[src/rtl/ksic_pkg.sv]
package ksic_pkg;

    // index geometry
    localparam int INDEX_DEPTH = 4096;
    localparam int AW          = $clog2(INDEX_DEPTH);      // entry address
    localparam int CW          = $clog2(INDEX_DEPTH + 1);  // entry count, holds the depth
    localparam int KMER_LEN    = 31;
    localparam int KEY_W       = 62;
    localparam int KEY_BITS    = 2 * KMER_LEN;
    localparam int CNT_W       = 16;
    localparam int POS_W       = 12;
    localparam int KIND_W      = 2;
    localparam int STAT_W      = 2;

    localparam logic [KEY_W-1:0] KEY_MASK =
        KEY_W'((65'(1) << KEY_BITS) - 65'(1));
    localparam logic [CNT_W-1:0] CNT_MAX = {CNT_W{1'b1}};
    localparam logic [CW-1:0]    DEPTH_CNT = CW'(INDEX_DEPTH);

    // stream word widths
    localparam int IN_DATA_W  = ((KEY_W + 7) / 8) * 8;
    localparam int OUT_FLD_W  = POS_W + 2 * CNT_W;
    localparam int OUT_DATA_W = ((OUT_FLD_W + 7) / 8) * 8;

    // item kinds
    localparam logic [KIND_W-1:0] KIND_LOAD  = 2'd0;
    localparam logic [KIND_W-1:0] KIND_COUNT = 2'd1;
    localparam logic [KIND_W-1:0] KIND_QUERY = 2'd2;
    localparam logic [KIND_W-1:0] KIND_CLEAR = 2'd3;

    // result status
    localparam logic [STAT_W-1:0] ST_OK       = 2'd0;
    localparam logic [STAT_W-1:0] ST_NOT_FND  = 2'd1;
    localparam logic [STAT_W-1:0] ST_FULL     = 2'd2;
    localparam logic [STAT_W-1:0] ST_ORDER    = 2'd3;

    // controller -> datapath
    typedef struct packed {
        logic accept;       // latch incoming word, reset search window
        logic rd_last;      // read port addresses the last loaded entry
        logic search_step;  // narrow window from the key just read
        logic ld_new;       // append a new key
        logic ld_rmw;       // bump graph count of the last entry
        logic ld_order;     // out-of-order load result
        logic ld_full;      // full table result
        logic chk;          // finish lookup, bump read count on a count hit
        logic clr_step;     // zero one read count
        logic clr_done;     // clear result
        logic out_load;     // move result into the output register
    } t_cmd;

    // datapath -> controller
    typedef struct packed {
        logic last_eq;
        logic last_lt;
        logic full;
        logic more;         // search window still open after this cycle
        logic sweep_done;
        logic out_free;
    } t_sts;

endpackage

[src/rtl/ksic_ctrl.sv]
module ksic_ctrl (
    input  logic                        i_clk,
    input  logic                        i_rst_n,
    input  logic                        i_in_valid,
    input  logic [ksic_pkg::KIND_W-1:0] i_kind,
    output logic                        o_in_ready,
    input  ksic_pkg::t_sts              i_sts,
    output ksic_pkg::t_cmd              o_cmd
);
    import ksic_pkg::*;

    localparam logic [2:0] S_IDLE  = 3'd0;
    localparam logic [2:0] S_LOAD  = 3'd1;
    localparam logic [2:0] S_LDRD  = 3'd2;
    localparam logic [2:0] S_SINIT = 3'd3;
    localparam logic [2:0] S_SRCH  = 3'd4;
    localparam logic [2:0] S_CHK   = 3'd5;
    localparam logic [2:0] S_CLR   = 3'd6;
    localparam logic [2:0] S_FIN   = 3'd7;

    logic [2:0] r_state, n_state;

    assign o_in_ready = (r_state == S_IDLE);

    always_comb begin
        n_state = r_state;
        o_cmd   = '0;
        case (r_state)
            S_IDLE: begin
                if (i_in_valid) begin
                    o_cmd.accept = 1'b1;
                    if (i_kind == KIND_LOAD) begin
                        n_state = S_LOAD;
                    end else if (i_kind inside {KIND_COUNT, KIND_QUERY}) begin
                        n_state = S_SINIT;
                    end else begin
                        n_state = S_CLR;
                    end
                end
            end
            S_LOAD: begin
                n_state = S_FIN;
                if (i_sts.last_eq) begin
                    o_cmd.rd_last = 1'b1;
                    n_state       = S_LDRD;
                end else if (i_sts.last_lt) begin
                    o_cmd.ld_order = 1'b1;
                end else if (i_sts.full) begin
                    o_cmd.ld_full = 1'b1;
                end else begin
                    o_cmd.ld_new = 1'b1;
                end
            end
            S_LDRD: begin
                o_cmd.ld_rmw = 1'b1;
                n_state      = S_FIN;
            end
            S_SINIT: begin
                n_state = i_sts.more ? S_SRCH : S_CHK;
            end
            S_SRCH: begin
                o_cmd.search_step = 1'b1;
                n_state           = i_sts.more ? S_SRCH : S_CHK;
            end
            S_CHK: begin
                o_cmd.chk = 1'b1;
                n_state   = S_FIN;
            end
            S_CLR: begin
                if (i_sts.sweep_done) begin
                    o_cmd.clr_done = 1'b1;
                    n_state        = S_FIN;
                end else begin
                    o_cmd.clr_step = 1'b1;
                end
            end
            S_FIN: begin
                if (i_sts.out_free) begin
                    o_cmd.out_load = 1'b1;
                    n_state        = S_IDLE;
                end
            end
            default: begin
                n_state = S_IDLE;
            end
        endcase
    end

    always_ff @(posedge i_clk) begin
        if (!i_rst_n) begin
            r_state <= S_IDLE;
        end else begin
            r_state <= n_state;
        end
    end

    a_accept_idle: assert property (@(posedge i_clk) disable iff (!i_rst_n)
        o_cmd.accept |=> (r_state != S_IDLE)) else $error("accept did not start work");

    a_out_from_fin: assert property (@(posedge i_clk) disable iff (!i_rst_n)
        o_cmd.out_load |-> i_sts.out_free) else $error("result loaded over pending word");

    a_step_in_search: assert property (@(posedge i_clk) disable iff (!i_rst_n)
        o_cmd.search_step |-> $past(r_state == S_SINIT || r_state == S_SRCH))
        else $error("search step outside search");

endmodule

[config.mk]
export PLATFORM = sky130hd
export DESIGN_NAME = ksic_ctrl
export DESIGN_NICKNAME = d
export VERILOG_FILES = /design/src/rtl/ksic_pkg.sv /design/src/rtl/ksic_ctrl.sv
export SDC_FILE = /design/constraint.sdc
export NUM_CORES = 1
export LEC_CHECK = 0
export BUFFER_PORTS_ARGS = -buffer_cell sky130_fd_sc_hd__buf_2
export CORE_AREA = 2 2 39 41
export DETAILED_ROUTE_END_ITERATION = 10
export DIE_AREA = 0 0 41 43
export GPL_ROUTABILITY_DRIVEN = 0
export PLACE_DENSITY = 0.56
export SLEW_MARGIN = 20
export SYNTH_ARGS = -nofsm -noshare
export SYNTH_HDL_FRONTEND = slang
export SYNTH_SLANG_ARGS = --single-unit
export TNS_END_PERCENT = 1
[constraint.sdc]
create_clock -name i_clk -period 1.25 [get_ports i_clk]
set_input_delay 0.25 -clock i_clk [delete_from_list [all_inputs] [get_ports i_clk]]
set_output_delay 0.25 -clock i_clk [all_outputs]
set_load 0.05 [all_outputs]
Word-level counts from Yosys, hierarchy flattened
Index checks and enable logic that the tools add are counted.

storage, ports and cells
  output and inout bits = 12
  input bits = 11
  register bits = 3
  word-level logic and storage cells = 48

operators by class
  eq/ne operators = 12
  reduce and logical (&&, ||, !) cells = 6
  multiplexer cells = 29

operators with widths
  kind                                           count
  2-to-1 mux 1 bit                               19
  2-to-1 mux 3 bit                               6
  case mux 3 bit (6 select lines)                1
  == test 3 bit, second input constant           4
  == test 3 x 2 -> 1 bit, second input constant  2
  2-to-1 mux 2 bit                               3
  inequality test 2 bit, second input constant   3
  OR reduction 2 bit                             2
  == test 3 x 1 -> 1 bit, second input constant  1
  logical NOT 3 bit                              1
  AND reduction 3 bit                            1
  == test 2 x 1 -> 1 bit, second input constant  1
  == test 2 bit, second input constant           1
  logical NOT 2 bit                              1
  nonzero test 2 bit                             1

Depth between registers and ports, before layout
Gate-level depths: netlist (run 1).

  word-level depth = 6
  depth in mapped cells = 5
  gate-level depth less buffers = 4

Least setup slack after synthesis (run 1)
OpenSTA, ideal clock, no wires.

  path kind = reg-to-output
  start = register r_state[0]
  end = output o_cmd[5] in the netlist's numbering
  arrival time = 2.265 ns
  required time = 1.000 ns
  slack = -1.265 ns
  cell stages (with the launch flop) = 4
  path buffers = 1
  cell sequence = dfxtp_1 buf_4 nand2b_1 nor4b_1

RTL lines
  what                    RTL line         source
  from (decl)             ksic_ctrl.sv:21  logic [2:0] r_state, n_state;
  from (signal assigned)  ksic_ctrl.sv:93  r_state <= n_state;
  to (decl)               ksic_ctrl.sv:8   output ksic_pkg::t_cmd o_cmd

==> metrics.log, run 1 <==
[metrics] most common cell in the synthesized netlist: nor2_1
[metrics] number of cells on the worst hold path: 2
[metrics] total setup violations reported at the end of the flow: 12
[metrics] Hold Path Origin: i_rst_n
[metrics] cell types with the highest counts after synthesis: 5 x nor2_1, 4 x nor2b_1, 3 x and2_1, 3 x dfxtp_1, 3 x nand2_1
[metrics] Worst-Skew Late Latency: 230 ps
[metrics] nets in the synthesized netlist: 56
[metrics] number of enable flip-flop cells after synthesis: 0
[metrics] met2 Resource Use GR: 23.13%
[metrics] area of the core: 1384 µm²
[metrics] flip-flop count of the largest register, all copies and words added: 3
[metrics] Yosys warnings: 0
[metrics] Detail Route Antenna Nets: 0
[metrics] share of async-settable or async-resettable flops after synthesis: 0%
[metrics] post-layout instance area: 744.5 µm²
[metrics] maximum net fanout on the critical path: 12
[metrics] area share of the leading cell type in the synthesized netlist: 17.78%
[metrics] reg-to-reg setup timing slack: 20 ps
[metrics] Overall Global Routing Usage: 12.55%
[metrics] vias: 431
[metrics] Slew @ Worst Pin: 230.9 ps
[metrics] met1 capacity usage during global routing: 12.22%
[metrics] Post-Syn Area per Cell: 7.507 µm²
[metrics] area of the die: 1763 µm²
[metrics] Core Rows: 14
[metrics] initial antenna violation count: 0
[metrics] clock tree sinks: 3
[metrics] met3 Track Usage GR: 2.094%
[metrics] clock transition at the registers of the reported paths: 40 ps
[metrics] critical path start-end classification: reg2out
[metrics] height of the die: 43 µm
[metrics] number of nets in the layout: 90
[metrics] Max Buffers Root-to-Sink: 2
[metrics] Slew Limit Headroom: 84.49%
[metrics] result of the run: finished with violations
[metrics] H-tree depth: 1
[metrics] worst setup slack after placement: -171.6 ps
[metrics] routed len/inst: 10.19 µm
[metrics] synth-to-layout area growth: 120.4%
[metrics] number of global-route vias before repair: 429
[metrics] final critical-path required period: 1488 ps
[metrics] Hold Path Sink: r_state[2]$_SDFFE_PN0P_
[metrics] RSZ-0062 raised after global routing: true
[metrics] flip-flop cell with the highest count after synthesis: dfxtp_1
[metrics] non-filler instance count after layout: 94
[metrics] Cell Pwr Density: 2010 nW/µm²
[metrics] Largest Register: r_state
[metrics] kind of end point of the critical path: output port
[metrics] Max Cap Viol: 0
[metrics] total overflow reported by the global router: 0
[metrics] count of input and output buffers: 22
[metrics] library cell with the largest summed area after synthesis: dfxtp_1
[metrics] leakage dissipation: 0.3277 nW
[metrics] fraction of the yosys area taken by sequential cells: 17.78%
[metrics] Die X-Extent: 41 µm
[metrics] global-route wire length before repair: 1.566 mm
[metrics] number of buffers inserted during clock tree synthesis: 3
[metrics] final core utilization: 53.80%
[metrics] Total Routed Length: 958 µm
[metrics] DRC violation count after routing: 0
[metrics] global routing's busiest layer: met2
[metrics] RR Endpoint: r_state[2]$_SDFFE_PN0P_
[metrics] cell depth of the worst flop-to-flop path: 5
[metrics] biggest area contributors in the synthesized netlist: dfxtp_1 18%, nor2b_1 7.4%, and2_1 5.6%
[metrics] Post CTS Setup Buffer Count: 0
[metrics] Fin Hold WS: 255.5 ps
[metrics] minimum setup slack in the final design: -237.7 ps
[metrics] number of detailed-route iterations in the first pass: 2
[metrics] worst flop-to-flop path startpoint: r_state[0]$_SDFFE_PN0P_
[metrics] area taken by multi-input logic gates: 329.1 µm²
[metrics] n_diodes: 0
[metrics] startpoint type of the worst setup path: flop
[metrics] leading registers by flop count: r_state (3)
[metrics] CTS root buf: clkbuf_4
[metrics] share of layout cells above drive strength 1: 69.23%
[metrics] number of synthesized register bits: 3
[metrics] aggregate negative setup slack: -2175 ps
[metrics] number of fillers in the final layout: 127
[metrics] per-cell via count in the routed design: 4.585
[metrics] detailed placer's ending HPWL: 772.2 µm
[metrics] violation count after the first detailed-routing iteration: 2
[metrics] flip-flop and latch area: 66.31 µm²
[metrics] final hold violations: 0
[metrics] area of the mapped netlist: 337.8 µm²
[metrics] Post-Synthesis Cells: 45
[metrics] top-level I/O count: 23
[metrics] largest net degree at the start of global routing: 13
[metrics] placement-stage cell area: 580.6 µm²
[metrics] starting utilization of the core area: 24.41%
[metrics] Clock Skew: 2.752 ps
[metrics] PnR Total Power: 1.496 mW
[metrics] maximum frequency from static timing analysis: 0.6722 GHz
[metrics] placed instance count: 90
[metrics] path class of the lowest-slack min-delay path: in2reg
[metrics] violations in the final reports: negative setup slack
[metrics] data required time of the worst path: 1000 ps
[metrics] Final Max Tran Viols: 0
[metrics] largest voltage drop on the vdd net: 0.7540 mV
[metrics] Yosys cell types: 27
[metrics] post-route clock period utilization: 119.0%
[metrics] clock tree from TritonCTS: done
[metrics] WP data arrival: 1240 ps
-- timing repair --
action / CTS / global route
setup endpoints to repair: 14 / 14
pin swaps: 3 / 1
resized for setup: 31 / 9
hold buffers: 0 / 0
-- routing by layer --
metal / wire length, µm / vias up
met3: 62 / 0
met4: 0 / 0
met1: 402 / 189
met5: 0 / -
li1: - / 227
met2: 493 / 15
-- worst max-delay path, cell delays in order, from the launching register on --
cell     delay [ps]
dfxtp_2         340
buf_12          150
nor3_4          210
and2_4          180
buf_8           130
-- cells in the final DEF (no fill, tap or decap), drive strengths merged, types with 2 or more instances in the layout --
cell,instances
buf,33
nor2,5
clkbuf,4
nor2b,4
nand2,3
dfxtp,3
and2,3
nor4,2
nand3,2
o21ai,2
a32oi,2
nand2b,2
nor3b,2
-- cell families (layout without fill, tap and decap cells) --
group | Yosys count | in the layout | synth area share, %
and+or+nand+nor | 28 | 28 | 51.48
muxes | 1 | 1 | 2.963
DFF | 3 | 3 | 17.78
AOI/OAI and AO/OA | 8 | 8 | 17.41
buffers and inverters | 5 | 38 | 10.37
-- where the power goes --
| part | total [mW] | switching (mW) | internal, mW |
|---|---|---|---|
| sequential | 0.202 | 0.0579 | 0.144 |
| combinational | 1.13 | 0.601 | 0.527 |
| clock | 0.166 | 0.0466 | 0.119 |
-- worst max path at each step --
stage                            start   endpoint  slack (ps)  depth (start not counted)
2_1_floorplan  r_state[1]$_SDFFE_PN0P_  o_cmd[10]        -250                          3
3_5_place_dp   r_state[1]$_SDFFE_PN0P_   o_cmd[7]        -170                          3
5_1_grt        r_state[0]$_SDFFE_PN0P_  o_cmd[10]        -290                          4
4_1_cts        r_state[1]$_SDFFE_PN0P_   o_cmd[7]        -230                          3
3_3_place_gp   r_state[1]$_SDFFE_PN0P_   o_cmd[7]        -150                          3
6_report       r_state[0]$_SDFFE_PN0P_  o_cmd[10]        -240                          4
-- layout make-up --
| type | count | share of cell area, % |
|---|---|---|
| inverters | 1 | 0.5042 |
| flip-flops and latches | 3 | 8.908 |
| multi-input cells | 37 | 44.20 |
| clock buffers | 4 | 3.529 |
| well taps | 16 | 2.689 |
| repair buffers | 33 | 40.17 |
Note: power is estimated with default switching activity, not from simulation.
==> run 2: changes to the inputs <==
--- a/config.mk
+++ b/config.mk
@@ -10,6 +10,7 @@
 export DETAILED_ROUTE_END_ITERATION = 10
 export DIE_AREA = 0 0 41 43
 export GPL_ROUTABILITY_DRIVEN = 0
+export GPL_TIMING_DRIVEN = 0
 export PLACE_DENSITY = 0.56
 export SLEW_MARGIN = 20
 export SYNTH_ARGS = -nofsm -noshare
==> metrics.log, run 2 (synthesis results as in run 1) <==
[metrics] global-route wire length before repair: 1.766 mm
[metrics] number of cells on the critical path: 5
[metrics] clock tree sinks: 3
[metrics] quantity of hold-fixing buffers added after cts: 0
[metrics] reg-to-reg setup timing slack: -60 ps
[metrics] flip-flop count of the largest register, all copies and words added: 3
[metrics] final core utilization: 54.52%
[metrics] Clock Skew: 1.501 ps
[metrics] Internal Power: 823.1 µW
[metrics] maximum cell stage delay along the critical path: 300 ps
[metrics] WP data arrival: 1340 ps
[metrics] RR Endpoint: r_state[2]$_SDFFE_PN0P_
[metrics] largest voltage drop on the vdd net: 0.8712 mV
[metrics] Switching Power: 740.7 µW
[metrics] CTS root buf: clkbuf_4
[metrics] switching fraction of total power: 47.36%
[metrics] post-route clock period utilization: 126.9%
[metrics] RSZ-0062 raised after global routing: true
[metrics] Worst Setup SP: r_state[1]$_SDFFE_PN0P_
[metrics] Detail Route Antenna Nets: 0
[metrics] n_diodes: 0
[metrics] maximum net fanout on the critical path: 6
[metrics] Critical Path Slowest Stage Cell: dfxtp_1
[metrics] Core Rows: 14
[metrics] Die X-Extent: 41 µm
[metrics] H-tree depth: 1
[metrics] most numerous cell on the critical path: buf_8
[metrics] number of global-route vias before repair: 447
[metrics] violation count after the first detailed-routing iteration: 1
[metrics] total overflow reported by the global router: 0
[metrics] final critical-path required period: 1586 ps
[metrics] path class of the lowest-slack min-delay path: in2reg
[metrics] Slew @ Worst Pin: 252.2 ps
[metrics] Total Routed Length: 1.076 mm
[metrics] critical path start-end classification: reg2out
[metrics] detailed placer's ending HPWL: 694.9 µm
[metrics] violations in the final reports: negative setup slack
[metrics] number of buffers inserted during clock tree synthesis: 3
[metrics] minimum setup slack in the final design: -336.3 ps
[metrics] Buf+Inv Stages, Crit Path: 3
[metrics] worst flop-to-flop path startpoint: r_state[0]$_SDFFE_PN0P_
[metrics] result of the run: finished with violations
[metrics] commonest cells after routing, fill and taps aside: 10 x buf_6, 10 x buf_2, 7 x buf_4
[metrics] area of the die: 1763 µm²
[metrics] DRC violation count after routing: 0
[metrics] Final Max Tran Viols: 0
[metrics] leading registers by flop count: r_state (3)
[metrics] leakage dissipation: 0.3274 nW
[metrics] maximum frequency from static timing analysis: 0.6304 GHz
[metrics] Overall Global Routing Usage: 15.06%
[metrics] starting utilization of the core area: 24.41%
[metrics] cells along the critical path: buf_6, buf_8, nor4_4, nor2b_4, buf_8
[metrics] Largest delay share family, worst path: buffers and inverters
[metrics] vias: 456
[metrics] routed len/inst: 11.45 µm
[metrics] Worst-Skew Late Latency: 230 ps
[metrics] data required time of the worst path: 1000 ps
[metrics] final hold violations: 0
[metrics] startpoint type of the worst setup path: flop
[metrics] cell depth of the worst flop-to-flop path: 6
[metrics] kind of end point of the critical path: output port
[metrics] largest net degree at the start of global routing: 11
[metrics] logic gate share of total power: 76.7%
[metrics] top-level I/O count: 23
[metrics] Max Buffers Root-to-Sink: 2
[metrics] Fin Hold WS: 258.7 ps
[metrics] per-cell via count in the routed design: 4.851
[metrics] number of detailed-route iterations in the first pass: 2
[metrics] part of the power in registers: 12.6%
[metrics] synth-to-layout area growth: 123.3%
[metrics] count of input and output buffers: 22
[metrics] clock transition at the registers of the reported paths: 30 ps
[metrics] height of the die: 43 µm
[metrics] clock tree from TritonCTS: done
[metrics] area of the core: 1384 µm²
[metrics] end of the critical path: o_cmd[7]
[metrics] Max Cap Viol: 0
[metrics] initial antenna violation count: 0
[metrics] number of nets in the layout: 90
[metrics] total setup violations reported at the end of the flow: 14
[metrics] Clk network pwr share: 10.7%
[metrics] Cell Pwr Density: 2073 nW/µm²
[metrics] Slew Limit Headroom: 83.06%
[metrics] share of layout cells above drive strength 1: 69.23%
[metrics] Largest Register: r_state
-- run 2: worst reg2reg max path: cells and delay by family, from the launching register on --
kind	cells	cell delay, ps
flip-flops	1	360
AO/OA/AOI/OAI	2	270
AND/OR/NAND/NOR	2	280
buffers and inverters	2	280
-- run 2: what timing repair did --
action / in CTS / in global routing
setup buffers: 7 / 0
resized for setup: 42 / 3
pin swaps: 3 / 1
setup endpoints to repair: 13 / 15
hold endpoints to repair: 0 / 0
-- run 2: worst min path at each step --
stage	startpoint	to	slack, ps	cells past startpoint
after floorplan	i_rst_n	r_state[2]$_SDFFE_PN0P_	370	1
after global placement	i_rst_n	r_state[2]$_SDFFE_PN0P_	490	2
after detailed placement	i_rst_n	r_state[2]$_SDFFE_PN0P_	490	2
after CTS	i_rst_n	r_state[2]$_SDFFE_PN0P_	250	2
after global routing	i_rst_n	r_state[2]$_SDFFE_PN0P_	270	2
final	i_rst_n	r_state[2]$_SDFFE_PN0P_	260	2
-- run 2: final cells by class --
cell class	instances	area, µm²
Fill cell	123	629.4
Multi-Input combinational cell	37	331.6
Timing Repair Buffer	29	249.0
Sequential cell	3	67.56
Buffer	4	56.30
Clock buffer	4	26.28
Tap cell	16	20.02
Inverter	1	3.754
-- run 2: through the flow --
step | power [mW] | worst slack, ps | instance area [µm²] | instances | TNS, ps
4_1_cts | 1.547 | -352.4 | 743.2 | 94 | -2671
3_3_place_gp | 0.9987 | -381.7 | 520.5 | 83 | -1934
2_1_floorplan | 0.8507 | -254.0 | 390.4 | 45 | -2310
3_5_place_dp | 0.9995 | -366.4 | 520.5 | 83 | -1894
5_1_grt | 1.658 | -416.9 | 754.5 | 94 | -3478
6_report | 1.564 | -336.3 | 754.5 | 94 | -2484
-- run 2: routing by layer --
metal	track usage, %	routed length [µm]
met3	3.141	50
met5	0	0
met2	27.19	608
met1	13.50	417
met4	10.00	0
-- run 2: power groups by stage --
stage / logic [mW] / clock network (mW) / registers (mW)
floorplan: 0.682 / 0 / 0.169
global placement: 0.820 / 0 / 0.178
detailed placement: 0.822 / 0 / 0.177
CTS: 1.17 / 0.181 / 0.194
global route: 1.26 / 0.193 / 0.202
finish: 1.20 / 0.168 / 0.197
==> run 3: changes to the inputs <==
--- a/config.mk
+++ b/config.mk
@@ -6,12 +6,14 @@
 export NUM_CORES = 1
 export LEC_CHECK = 0
 export BUFFER_PORTS_ARGS = -buffer_cell sky130_fd_sc_hd__buf_2
-export CORE_AREA = 2 2 39 41
+export CELL_PAD_IN_SITES_DETAIL_PLACEMENT = 0
+export CELL_PAD_IN_SITES_GLOBAL_PLACEMENT = 1
+export CORE_AREA = 2 2 43 45
 export DETAILED_ROUTE_END_ITERATION = 10
-export DIE_AREA = 0 0 41 43
+export DIE_AREA = 0 0 45 47
 export GPL_ROUTABILITY_DRIVEN = 0
 export GPL_TIMING_DRIVEN = 0
-export PLACE_DENSITY = 0.56
+export PLACE_DENSITY = 0.66
 export SLEW_MARGIN = 20
 export SYNTH_ARGS = -nofsm -noshare
 export SYNTH_HDL_FRONTEND = slang
==> metrics.log, run 3 (synthesis results as in run 1) <==
[metrics] quantity of hold-fixing buffers added after cts: 0
[metrics] leading cell type in the layout, fill and taps excluded: buf_6
[metrics] total overflow reported by the global router: 0
[metrics] violation count after the first detailed-routing iteration: 5
[metrics] Worst-Skew Late Latency: 230 ps
[metrics] Die X-Extent: 45 µm
[metrics] Max Cap Viol: 0
[metrics] starting utilization of the core area: 20.45%
[metrics] Hold Path Origin: i_rst_n
[metrics] leakage dissipation: 0.3344 nW
[metrics] area taken by multi-input logic gates: 332.8 µm²
[metrics] worst flop-to-flop path startpoint: r_state[0]$_SDFFE_PN0P_
[metrics] routed len/inst: 11.94 µm
[metrics] largest net degree at the start of global routing: 11
[metrics] global-route wire length before repair: 1.718 mm
[metrics] Overall Global Routing Usage: 10.91%
[metrics] Final Max Tran Viols: 0
[metrics] n_diodes: 0
[metrics] synth-to-layout area growth: 125.6%
[metrics] final hold violations: 0
[metrics] minimum setup slack in the final design: -327.5 ps
[metrics] number of global-route vias before repair: 413
[metrics] maximum net fanout on the critical path: 4
[metrics] clock transition at the registers of the reported paths: 40 ps
[metrics] Total Routed Length: 1.158 mm
[metrics] area of the die: 2115 µm²
[metrics] non-filler instance count after layout: 97
[metrics] PnR Total Power: 1.564 mW
[metrics] largest voltage drop on the vdd net: 0.6178 mV
[metrics] number of nets in the layout: 92
[metrics] Largest Register: r_state
[metrics] clock tree from TritonCTS: done
[metrics] Worst Setup SP: r_state[0]$_SDFFE_PN0P_
[metrics] data required time of the worst path: 1000 ps
[metrics] kind of end point of the critical path: output port
[metrics] violations in the final reports: negative setup slack
[metrics] total setup violations reported at the end of the flow: 15
[metrics] leading registers by flop count: r_state (3)
[metrics] post-route clock period utilization: 126.2%
[metrics] path class of the lowest-slack min-delay path: in2reg
[metrics] final critical-path required period: 1577 ps
[metrics] Max Buffers Root-to-Sink: 2
[metrics] placed instance count: 84
[metrics] area of the core: 1652 µm²
[metrics] critical path start-end classification: reg2out
[metrics] DRC violation count after routing: 0
[metrics] startpoint type of the worst setup path: flop
[metrics] H-tree depth: 1
[metrics] maximum frequency from static timing analysis: 0.6339 GHz
[metrics] result of the run: finished with violations
[metrics] commonest cells after routing, fill and taps aside: 12 x buf_6, 10 x buf_2, 9 x buf_4
[metrics] per-cell via count in the routed design: 4.845
[metrics] Core Rows: 15
[metrics] share of layout cells above drive strength 1: 72.50%
[metrics] clock tree sinks: 3
[metrics] vias: 470
[metrics] CTS root buf: clkbuf_4
[metrics] detailed placer's ending HPWL: 771.1 µm
[metrics] RSZ-0062 raised after global routing: true
[metrics] WP data arrival: 1330 ps
[metrics] Slew @ Worst Pin: 221.7 ps
[metrics] height of the die: 47 µm
[metrics] flip-flop and latch area: 65.06 µm²
[metrics] Slew Limit Headroom: 84.80%
[metrics] Cell Pwr Density: 2053 nW/µm²
[metrics] initial antenna violation count: 0
[metrics] number of buffers inserted during clock tree synthesis: 3
[metrics] number of fillers in the final layout: 155
[metrics] flip-flop count of the largest register, all copies and words added: 3
[metrics] number of detailed-route iterations in the first pass: 4
[metrics] top-level I/O count: 23
[metrics] Clock Skew: 3.294 ps
[metrics] count of input and output buffers: 22
[metrics] Detail Route Antenna Nets: 0
## run 3: repair_timing
| action | in CTS | in global routing |
|---|---|---|
| resized for setup | 36 | 5 |
| setup endpoints to repair | 13 | 15 |
| pin swaps | 6 | 2 |
| setup buffers | 6 | 3 |
| hold endpoints to repair | 0 | 0 |
## run 3: where the power goes
| group | switching (mW) | internal, mW | leakage [nW] |
|---|---|---|---|
| Combinational | 0.645 | 0.569 | 0.294 |
| Clock | 0.0487 | 0.120 | 0.0150 |
| Sequential | 0.0398 | 0.142 | 0.0258 |
| Total | 0.733 | 0.831 | 0.334 |
## run 3: cell type report
type	instances	share of cell area, %
buffer	4	6.404
clock buffer	4	3.448
inverter	1	0.4926
multi-input combinational	37	43.68
sequential	3	8.539
tap	17	2.791
timing repair buffer	31	34.65
## run 3: worst max-delay path, cell delays in order, from the launching register on
cell and delay (ps):
dfxtp_4 360, buf_6 110, nand2b_4 60, nor4_4 230, nor2b_4 180, buf_6 150
## run 3: per-layer routing
metal	up-vias	global-route usage, %	part of all wire, %	wire, µm
met5	-	0	0	0
met4	0	1.765	0	0
met3	0	2.308	5.0	58
met2	19	22.29	56	644
met1	218	11.47	39	455
li1	233	-	-	-
## run 3: worst paths after layout
check                                 end  slack [ps]  depth (start not counted)
hold reg to reg   r_state[0]$_SDFFE_PN0P_         800                          4
setup / recovery                 o_cmd[7]        -330                          5
hold / removal    r_state[2]$_SDFFE_PN0P_         240                          2
setup reg to reg  r_state[1]$_SDFFE_PN0P_         -60                          7
## run 3: stage by stage
| step | hold slack [ps] | cell area (µm²) | setup TNS [ps] | utilization [%] | setup slack [ps] |
|---|---|---|---|---|---|
| after detailed placement | 486.3 | 521.8 | -2035 | 31.59 | -388.6 |
| after floorplan | 371.7 | 390.4 | -2310 | - | -254.0 |
| after global placement | 484.4 | 521.8 | -1912 | 31.59 | -355.6 |
| after CTS | 243.7 | 720.7 | -3205 | 43.64 | -388.5 |
| final | 242.2 | 762.0 | -3155 | 46.14 | -327.5 |
| after global routing | 266.6 | 762.0 | -3855 | 46.14 | -377.9 |
